[src/design/slrb_pkg.sv]
package slrb_pkg;

  // store depth must be a power of two so that positions wrap with the 32-bit count
  localparam int BUFFER_DEPTH = 8192;
  localparam int FETCH_LIMIT  = 64;
  localparam int ADDR_W       = $clog2(BUFFER_DEPTH);

  typedef struct packed {
    logic        req_type;
    logic [7:0]  data_byte;
    logic [31:0] after_seq;
    logic [6:0]  max_len;
  } in_item_t;

  typedef struct packed {
    logic [7:0]  out_byte;
    logic        byte_valid;
    logic        last;
    logic [31:0] next_seq;
    logic [31:0] head_seq;
    logic [5:0]  byte_count;
  } out_item_t;

  localparam logic REQ_PUSH  = 1'b0;
  localparam logic REQ_FETCH = 1'b1;

  typedef struct packed {
    logic push;
    logic latch;
    logic clamp;
    logic size;
    logic read;
  } ctrl_cmd_t;

  typedef struct packed {
    logic empty;
    logic rd_last;
  } dp_sts_t;

endpackage

[src/design/slrb_ctrl.sv]
module slrb_ctrl
  import slrb_pkg::*;
(
  input  logic      clk,
  input  logic      rst_n,
  input  logic      start,
  input  logic      req_type,
  input  dp_sts_t   sts,
  output ctrl_cmd_t cmd,
  output logic      busy
);

  localparam logic [1:0] S_IDLE  = 2'd0;
  localparam logic [1:0] S_CLAMP = 2'd1;
  localparam logic [1:0] S_SIZE  = 2'd2;
  localparam logic [1:0] S_READ  = 2'd3;

  logic [1:0] state_r, state_nxt;

  always_comb begin
    state_nxt = state_r;
    cmd       = '0;
    case (state_r)
      S_IDLE: begin
        if (start) begin
          if (req_type == REQ_FETCH) begin
            cmd.latch = 1'b1;
            state_nxt = S_CLAMP;
          end else begin
            cmd.push = 1'b1;
          end
        end
      end
      S_CLAMP: begin
        cmd.clamp = 1'b1;
        state_nxt = S_SIZE;
      end
      S_SIZE: begin
        cmd.size  = 1'b1;
        state_nxt = sts.empty ? S_IDLE : S_READ;
      end
      S_READ: begin
        cmd.read = 1'b1;
        if (sts.rd_last) begin
          state_nxt = S_IDLE;
        end
      end
      default: begin
        state_nxt = S_IDLE;
      end
    endcase
  end

  always_ff @(posedge clk) begin
    if (!rst_n) begin
      state_r <= S_IDLE;
    end else begin
      state_r <= state_nxt;
    end
  end

  assign busy = (state_r != S_IDLE);

  a_one_cmd: assert property (@(posedge clk) disable iff (!rst_n)
    $onehot0(cmd))
    else $error("more than one datapath command at once");

  a_clamp_then_size: assert property (@(posedge clk) disable iff (!rst_n)
    cmd.clamp |=> cmd.size)
    else $error("clamp not followed by size step");

  a_latch_then_clamp: assert property (@(posedge clk) disable iff (!rst_n)
    cmd.latch |=> cmd.clamp)
    else $error("fetch transfer not followed by clamp step");

endmodule

[config.mk]
export PLATFORM = sky130hd
export DESIGN_NAME = slrb_ctrl
export DESIGN_NICKNAME = d
export VERILOG_FILES = /design/src/design/slrb_pkg.sv /design/src/design/slrb_ctrl.sv
export SDC_FILE = /design/constraint.sdc
export NUM_CORES = 1
export LEC_CHECK = 0
export ABC_AREA = 1
export BUFFER_PORTS_ARGS = -buffer_cell sky130_fd_sc_hd__buf_2
export CORE_AREA = 2 2 39 41
export CTS_CLUSTER_SIZE = 16
export DETAILED_ROUTE_END_ITERATION = 10
export DIE_AREA = 0 0 41 43
export PLACE_DENSITY_LB_ADDON = 0.08
export SYNTH_ARGS = -nofsm -noshare
export SYNTH_HDL_FRONTEND = slang
export SYNTH_SLANG_ARGS = --single-unit
export TNS_END_PERCENT = 20
[constraint.sdc]
create_clock -name clk -period 0.8 [get_ports clk]
set_input_delay 0.12 -clock clk [delete_from_list [all_inputs] [get_ports clk]]
set_output_delay 0.12 -clock clk [all_outputs]
set_load 0.1 [all_outputs]
==> results of run 1 <==
-- final timing paths --
check	slack, ns	end	cells past startpoint
setup / recovery	-0.40	cmd[4]	4
hold / removal	0.10	state_r[1]$_SDFFE_PN0P_	3
setup reg to reg	-0.12	state_r[0]$_SDFFE_PN0P_	6
hold reg to reg	0.67	state_r[1]$_SDFFE_PN0P_	5
-- cell families (layout without fill, tap and decap cells) --
logic type | count (synthesis) | in the layout | share of synthesized area
AND/OR/NAND/NOR | 14 | 14 | 0.4249
flip-flops | 2 | 2 | 0.2832
buffers and inverters | 11 | 30 | 0.2920
-- worst register-to-register path, stage by stage (launching register included) --
cell     delay, ns
dfxtp_2       0.33
nor2_4        0.16
nand2_2       0.10
buf_6         0.12
nand3_1       0.06
nand2_1       0.05
inv_1         0.04
-- Yosys cell counts --
cell type  number
inv_1          11
nand2_1         7
nand3_1         4
dfxtp_1         2
nor2_1          2
nor2_2          1
-- layer usage --
metal,up-vias,track usage
li1,112,-
met3,0,0.04712
met4,0,0.08000
met5,-,0
met1,91,0.07029
met2,4,0.07813
-- through the flow --
stage	hold WS, ns	TNS [ns]	utilization
2_1_floorplan	0.2176	-1.937	-
3_3_place_gp	0.3237	-1.278	0.2857
3_5_place_dp	0.3239	-1.307	0.2857
4_1_cts	0.08945	-2.514	0.3110
5_1_grt	0.1153	-2.861	0.3110
6_report	0.1002	-2.371	0.3110
-- repair_timing --
action / in CTS / in global routing
hold endpoints to repair: 0 / 0
buffers inserted: 0 / 0
setup endpoints to repair: 8 / 8
pin swaps: 3 / 0
gates resized for setup: 5 / 0
-- area by class of cell --
class                           instances  area (µm²)  area share
Sequential cell                         2       42.54     0.09884
Clock buffer                            3       22.52     0.05233
Multi-Input combinational cell         14       90.09      0.2093
Tap cell                               16       20.02     0.04651
Inverter                               11       56.30      0.1308
Timing Repair Buffer                   16       198.9      0.4622
-- power by group --
| part | total [µW] | switching (µW) | internal (µW) |
|---|---|---|---|
| Sequential | 115 | 7.85 | 107 |
| Combinational | 321 | 197 | 125 |
| Clock | 222 | 56.8 | 165 |
| Total | 659 | 262 | 397 |
==> impl_metrics.env, run 1 <==
export IMPL_status="finished, violations left"
export IMPL_violations="negative setup slack"
export IMPL_ant_nets=0
export IMPL_grt_max_degree=6
export IMPL_slew_headroom=0.8998
export IMPL_worstReg2RegStart="state_r[1]$_SDFFE_PN0P_"
export IMPL_h_tree_depth=1
export IMPL_dr_max_layer_used="met3"
export IMPL_crit_arrival_ns=1.08
export IMPL_synth_area_leaders="inv_1 29%, dfxtp_1 28%, nand2_1 19%, nand3_1 14%, nor2_1 5.3%"
export IMPL_cts_root_buf="clkbuf_4"
export IMPL_antenna_found_initial=0
export IMPL_ys_seq_area_frac=0.2832
export IMPL_avgSynthCellArea_um2=5.237
export IMPL_cp_top_family="simple AND/OR/NAND/NOR gates"
export IMPL_hold_violations=0
export IMPL_nFillCells=151
export IMPL_design_core_area_um2=1384
export IMPL_setup_violations_final=8
export IMPL_port_buffers=11
export IMPL_endpoint_kind="primary output"
export IMPL_grt_pass1_wl_um=717
export IMPL_worstSetupPathType="reg -> out"
export IMPL_synth_top_area_share=0.2920
export IMPL_synth_seq_cells=2
export IMPL_cp_max_fo=3
export IMPL_hpwl_um=339.2
export IMPL_wl_per_cell_um=6.339
export IMPL_wl_met3_um=15
export IMPL_hold_class="in -> reg"
export IMPL_syn_nets=33
export IMPL_place_area_um2=395.4
export IMPL_rsz0062_at_grt="yes"
export IMPL_yosysUniqueCellTypes=6
export IMPL_grt_usage=0.06814
export IMPL_power_uw=659.0
export IMPL_ir_worst_vdd_uv=699.5
export IMPL_routedLengthMet1_um=151
export IMPL_maxSlewViolCount=0
export IMPL_fin_area_um2=430.4
export IMPL_crit_start="state_r[1]$_SDFFE_PN0P_"
export IMPL_netlist_area_um2=141.4
export IMPL_vias=207
export IMPL_ys_warn_count=0
export IMPL_die_x_um=41
export IMPL_gp_congestion=0.7712
export IMPL_final_cell_mix="7 x inv_1, 7 x buf_12, 5 x buf_2"
export IMPL_rows=14
export IMPL_syn_inst=27
export IMPL_grt_pass1_vias=192
export IMPL_slowest_stage="dfxtp_2"
export IMPL_cts_sinks=2
export IMPL_leakage_uw=0.0002049
export IMPL_met2WireLength_um=226
export IMPL_drc_errors=0
export IMPL_holdBufCountCts=0
export IMPL_worst_slack_ns=-0.4023
export IMPL_vias_per_cell=3.339
export IMPL_largest_reg_flops=2
export IMPL_clock_skew_final_ns=0.001219
export IMPL_path_common_cell="nor2_4"
export IMPL_diodes=0
export IMPL_critPathMaxStageDelay_ns=0.33
export IMPL_overflow=0
export IMPL_clkSlewWorstSetupHoldPaths_ns=0.03
export IMPL_p_per_area_nw_per_um2=1531
export IMPL_io_pin_count=12
export IMPL_maxCapViolations=0
export IMPL_place_ws_ns=-0.2031
export IMPL_crit_chain="nor2_4 > nand2_2 > nor2_4 > buf_12"
export IMPL_drt_pre_antenna_iters=2
export IMPL_timing_fmax_mhz=831.7
export IMPL_drive_above_1_share=0.6957
export IMPL_final_nets=54
export IMPL_dp_cells=59
export IMPL_final_cells=62
export IMPL_syn2layout_area_growth_pct=204.4
export IMPL_max_slew_worst_pin_slew_ns=0.1500
export IMPL_min_delay_start="rst_n"
export IMPL_fin_crit_ns=1.202
export IMPL_numCtsBuffers=3
export IMPL_crit_buf_inv=1
export IMPL_dieArea_um2=1763
export IMPL_required_ns=0.68
export IMPL_synth_top_area_cell="inv_1"
export IMPL_clk_path_buf_depth=2
export IMPL_top_register="state_r"
export IMPL_dr_first_iter_drc_count=1
export IMPL_critPathLaunchType="register"
export IMPL_cts_tree="built"
export IMPL_die_y_um=43
export IMPL_largestRegisters="state_r: 2 flops"
export IMPL_drt_wl_total_um=393
export IMPL_initial_core_util=0.1022
export IMPL_fin_crit_sh=1.503
export IMPL_clock_latency_ns=0.22
No activity file was read; power rests on OpenSTA's default activity.
==> run 2, diff against run 1 <==
--- a/config.mk
+++ b/config.mk
@@ -6,11 +6,11 @@
 export NUM_CORES = 1
 export LEC_CHECK = 0
 export ABC_AREA = 1
-export BUFFER_PORTS_ARGS = -buffer_cell sky130_fd_sc_hd__buf_2
 export CORE_AREA = 2 2 39 41
 export CTS_CLUSTER_SIZE = 16
 export DETAILED_ROUTE_END_ITERATION = 10
 export DIE_AREA = 0 0 41 43
+export DONT_BUFFER_PORTS = 1
 export PLACE_DENSITY_LB_ADDON = 0.08
 export SYNTH_ARGS = -nofsm -noshare
 export SYNTH_HDL_FRONTEND = slang
==> impl_metrics.env, run 2 (same netlist as run 1, synthesis figures left out) <==
export IMPL_hold_class="in -> reg"
export IMPL_die_y_um=43
export IMPL_syn2layout_area_growth_pct=202.7
export IMPL_max_slew_worst_pin_slew_ns=0.1553
export IMPL_seqPwrFrac=0.172
export IMPL_drc_errors=0
export IMPL_fin_crit_ns=1.215
export IMPL_crit_arrival_ns=1.10
export IMPL_maxSlewViolCount=0
export IMPL_switchingPower_uw=259.7
export IMPL_vias=192
export IMPL_gp_congestion=0.6677
export IMPL_cp_max_fo=3
export IMPL_grt_use_met1=0.08307
export IMPL_slew_headroom=0.8962
export IMPL_clock_skew_final_ns=0.002381
export IMPL_hpwl_um=326.5
export IMPL_pwr_share_clk=0.343
export IMPL_final_nets=49
export IMPL_io_pin_count=12
export IMPL_timing_fmax_mhz=822.9
export IMPL_hold_depth=5
export IMPL_initial_core_util=0.1022
export IMPL_grt_pass1_vias=192
export IMPL_leakage_uw=0.0001988
export IMPL_worstSetupPathType="reg -> out"
export IMPL_hold_violations=0
export IMPL_met3_usage=0.01571
export IMPL_diodes=0
export IMPL_worst_slack_ns=-0.4152
export IMPL_final_cell_mix="7 x inv_1, 7 x buf_12, 4 x clkinvlp_4"
export IMPL_grt_pass1_wl_um=752
export IMPL_place_ws_ns=-0.2453
export IMPL_ir_worst_vdd_uv=724.1
export IMPL_switching_share=0.4017
export IMPL_cts_tree="built"
export IMPL_combPwrFrac=0.484
export IMPL_grt_usage=0.06613
export IMPL_endpoint_kind="primary output"
export IMPL_fin_crit_sh=1.519
export IMPL_antenna_found_initial=0
export IMPL_largest_reg_flops=2
export IMPL_cts_root_buf="clkbuf_4"
export IMPL_cts_sinks=2
export IMPL_top_register="state_r"
export IMPL_drt_pre_antenna_iters=2
export IMPL_top_usage_layer="met1"
export IMPL_maxCapViolations=0
export IMPL_wl_per_cell_um=6.684
export IMPL_drt_wl_total_um=381
export IMPL_dieArea_um2=1763
export IMPL_rsz0062_at_grt="yes"
export IMPL_clock_latency_ns=0.22
export IMPL_ant_nets=0
export IMPL_die_x_um=41
export IMPL_clkSlewWorstSetupHoldPaths_ns=0.03
export IMPL_rows=14
export IMPL_clk_path_buf_depth=2
export IMPL_vias_per_cell=3.368
export IMPL_violations="negative setup slack"
export IMPL_numCtsBuffers=3
export IMPL_crit_start="state_r[1]$_SDFFE_PN0P_"
export IMPL_ff2ff_path_depth=6
export IMPL_p_int_uw=386.7
export IMPL_status="finished, violations left"
export IMPL_setup_violations_final=8
export IMPL_min_delay_start="sts[1]"
export IMPL_design_core_area_um2=1384
export IMPL_grt_use_met2=0.07813
export IMPL_port_buffers=0
export IMPL_worstReg2RegStart="state_r[1]$_SDFFE_PN0P_"
export IMPL_dr_first_iter_drc_count=1
export IMPL_grt_max_degree=6
export IMPL_h_tree_depth=1
export IMPL_largestRegisters="state_r: 2 flops"
export IMPL_p_per_area_nw_per_um2=1511
export IMPL_nFillCells=147
export IMPL_critPathLaunchType="register"
export IMPL_place_area_um2=355.3
export IMPL_required_ns=0.68
export IMPL_fin_area_um2=427.9
export IMPL_overflow=0
export IMPL_drive_above_1_share=0.6829
==> run 2: changes by cell type in the layout (fill, tap and decap cells not counted), sizes merged <==
cell         delta
dlygate4sd3     +1
buf             -6
==> run 2: per-stage QoR <==
step / power [µW] / instances / setup TNS, ns / utilization / hold slack, ns
floorplan: 301.0 / 27 / -1.937 / - / 0.2176
CTS: 668.0 / 57 / -2.600 / 0.3020 / 0.1871
detailed placement: 411.3 / 52 / -1.586 / 0.2568 / 0.2277
global route: 694.3 / 57 / -2.885 / 0.3092 / 0.1919
global placement: 409.8 / 52 / -1.527 / 0.2568 / 0.2247
finish: 646.5 / 57 / -2.415 / 0.3092 / 0.1732
==> run 2: path summary, 6_finish.rpt <==
| kind | slack [ns] | to |
|---|---|---|
| max | -0.42 | cmd[4] |
| min | 0.17 | state_r[1]$_SDFFE_PN0P_ |
| max reg2reg | -0.14 | state_r[0]$_SDFFE_PN0P_ |
| min reg2reg | 0.68 | state_r[1]$_SDFFE_PN0P_ |
==> run 2: what timing repair did <==
item / 4_1_cts / 5_1_grt
hold buffers: 1 / 0
endpoints found under the setup margin: 8 / 8
gates resized for setup: 8 / 2
setup buffers: 1 / 0
pin swaps: 4 / 1
hold endpoints to repair: 2 / 0
==> run 2: critical path, stage by stage (launching register included) <==
cell     delay (ns)
dfxtp_4        0.34
nor2_4         0.17
nand2_2        0.09
nor2_4         0.10
buf_12         0.18
==> run 2: per-layer routing <==
metal / share of wire / vias up
li1: - / 103
met1: 0.34 / 85
met2: 0.61 / 4
met3: 0.045 / 0
met4: 0 / 0
met5: 0 / -
==> run 2: cell type report <==
class | instances | area, µm² | area share
sequential | 2 | 47.55 | 0.1111
timing repair buffer | 11 | 176.4 | 0.4123
inverter | 11 | 56.30 | 0.1316
multi-input combinational | 14 | 105.1 | 0.2456
clock buffer | 3 | 22.52 | 0.05263
tap | 16 | 20.02 | 0.04678
==> run 2: power groups by stage <==
stage	clock network (µW)	logic, µW	registers (µW)
2_1_floorplan	0	183	118
4_1_cts	243	313	112
3_5_place_dp	0	294	117
6_report	222	313	111
5_1_grt	253	329	112
3_3_place_gp	0	292	117
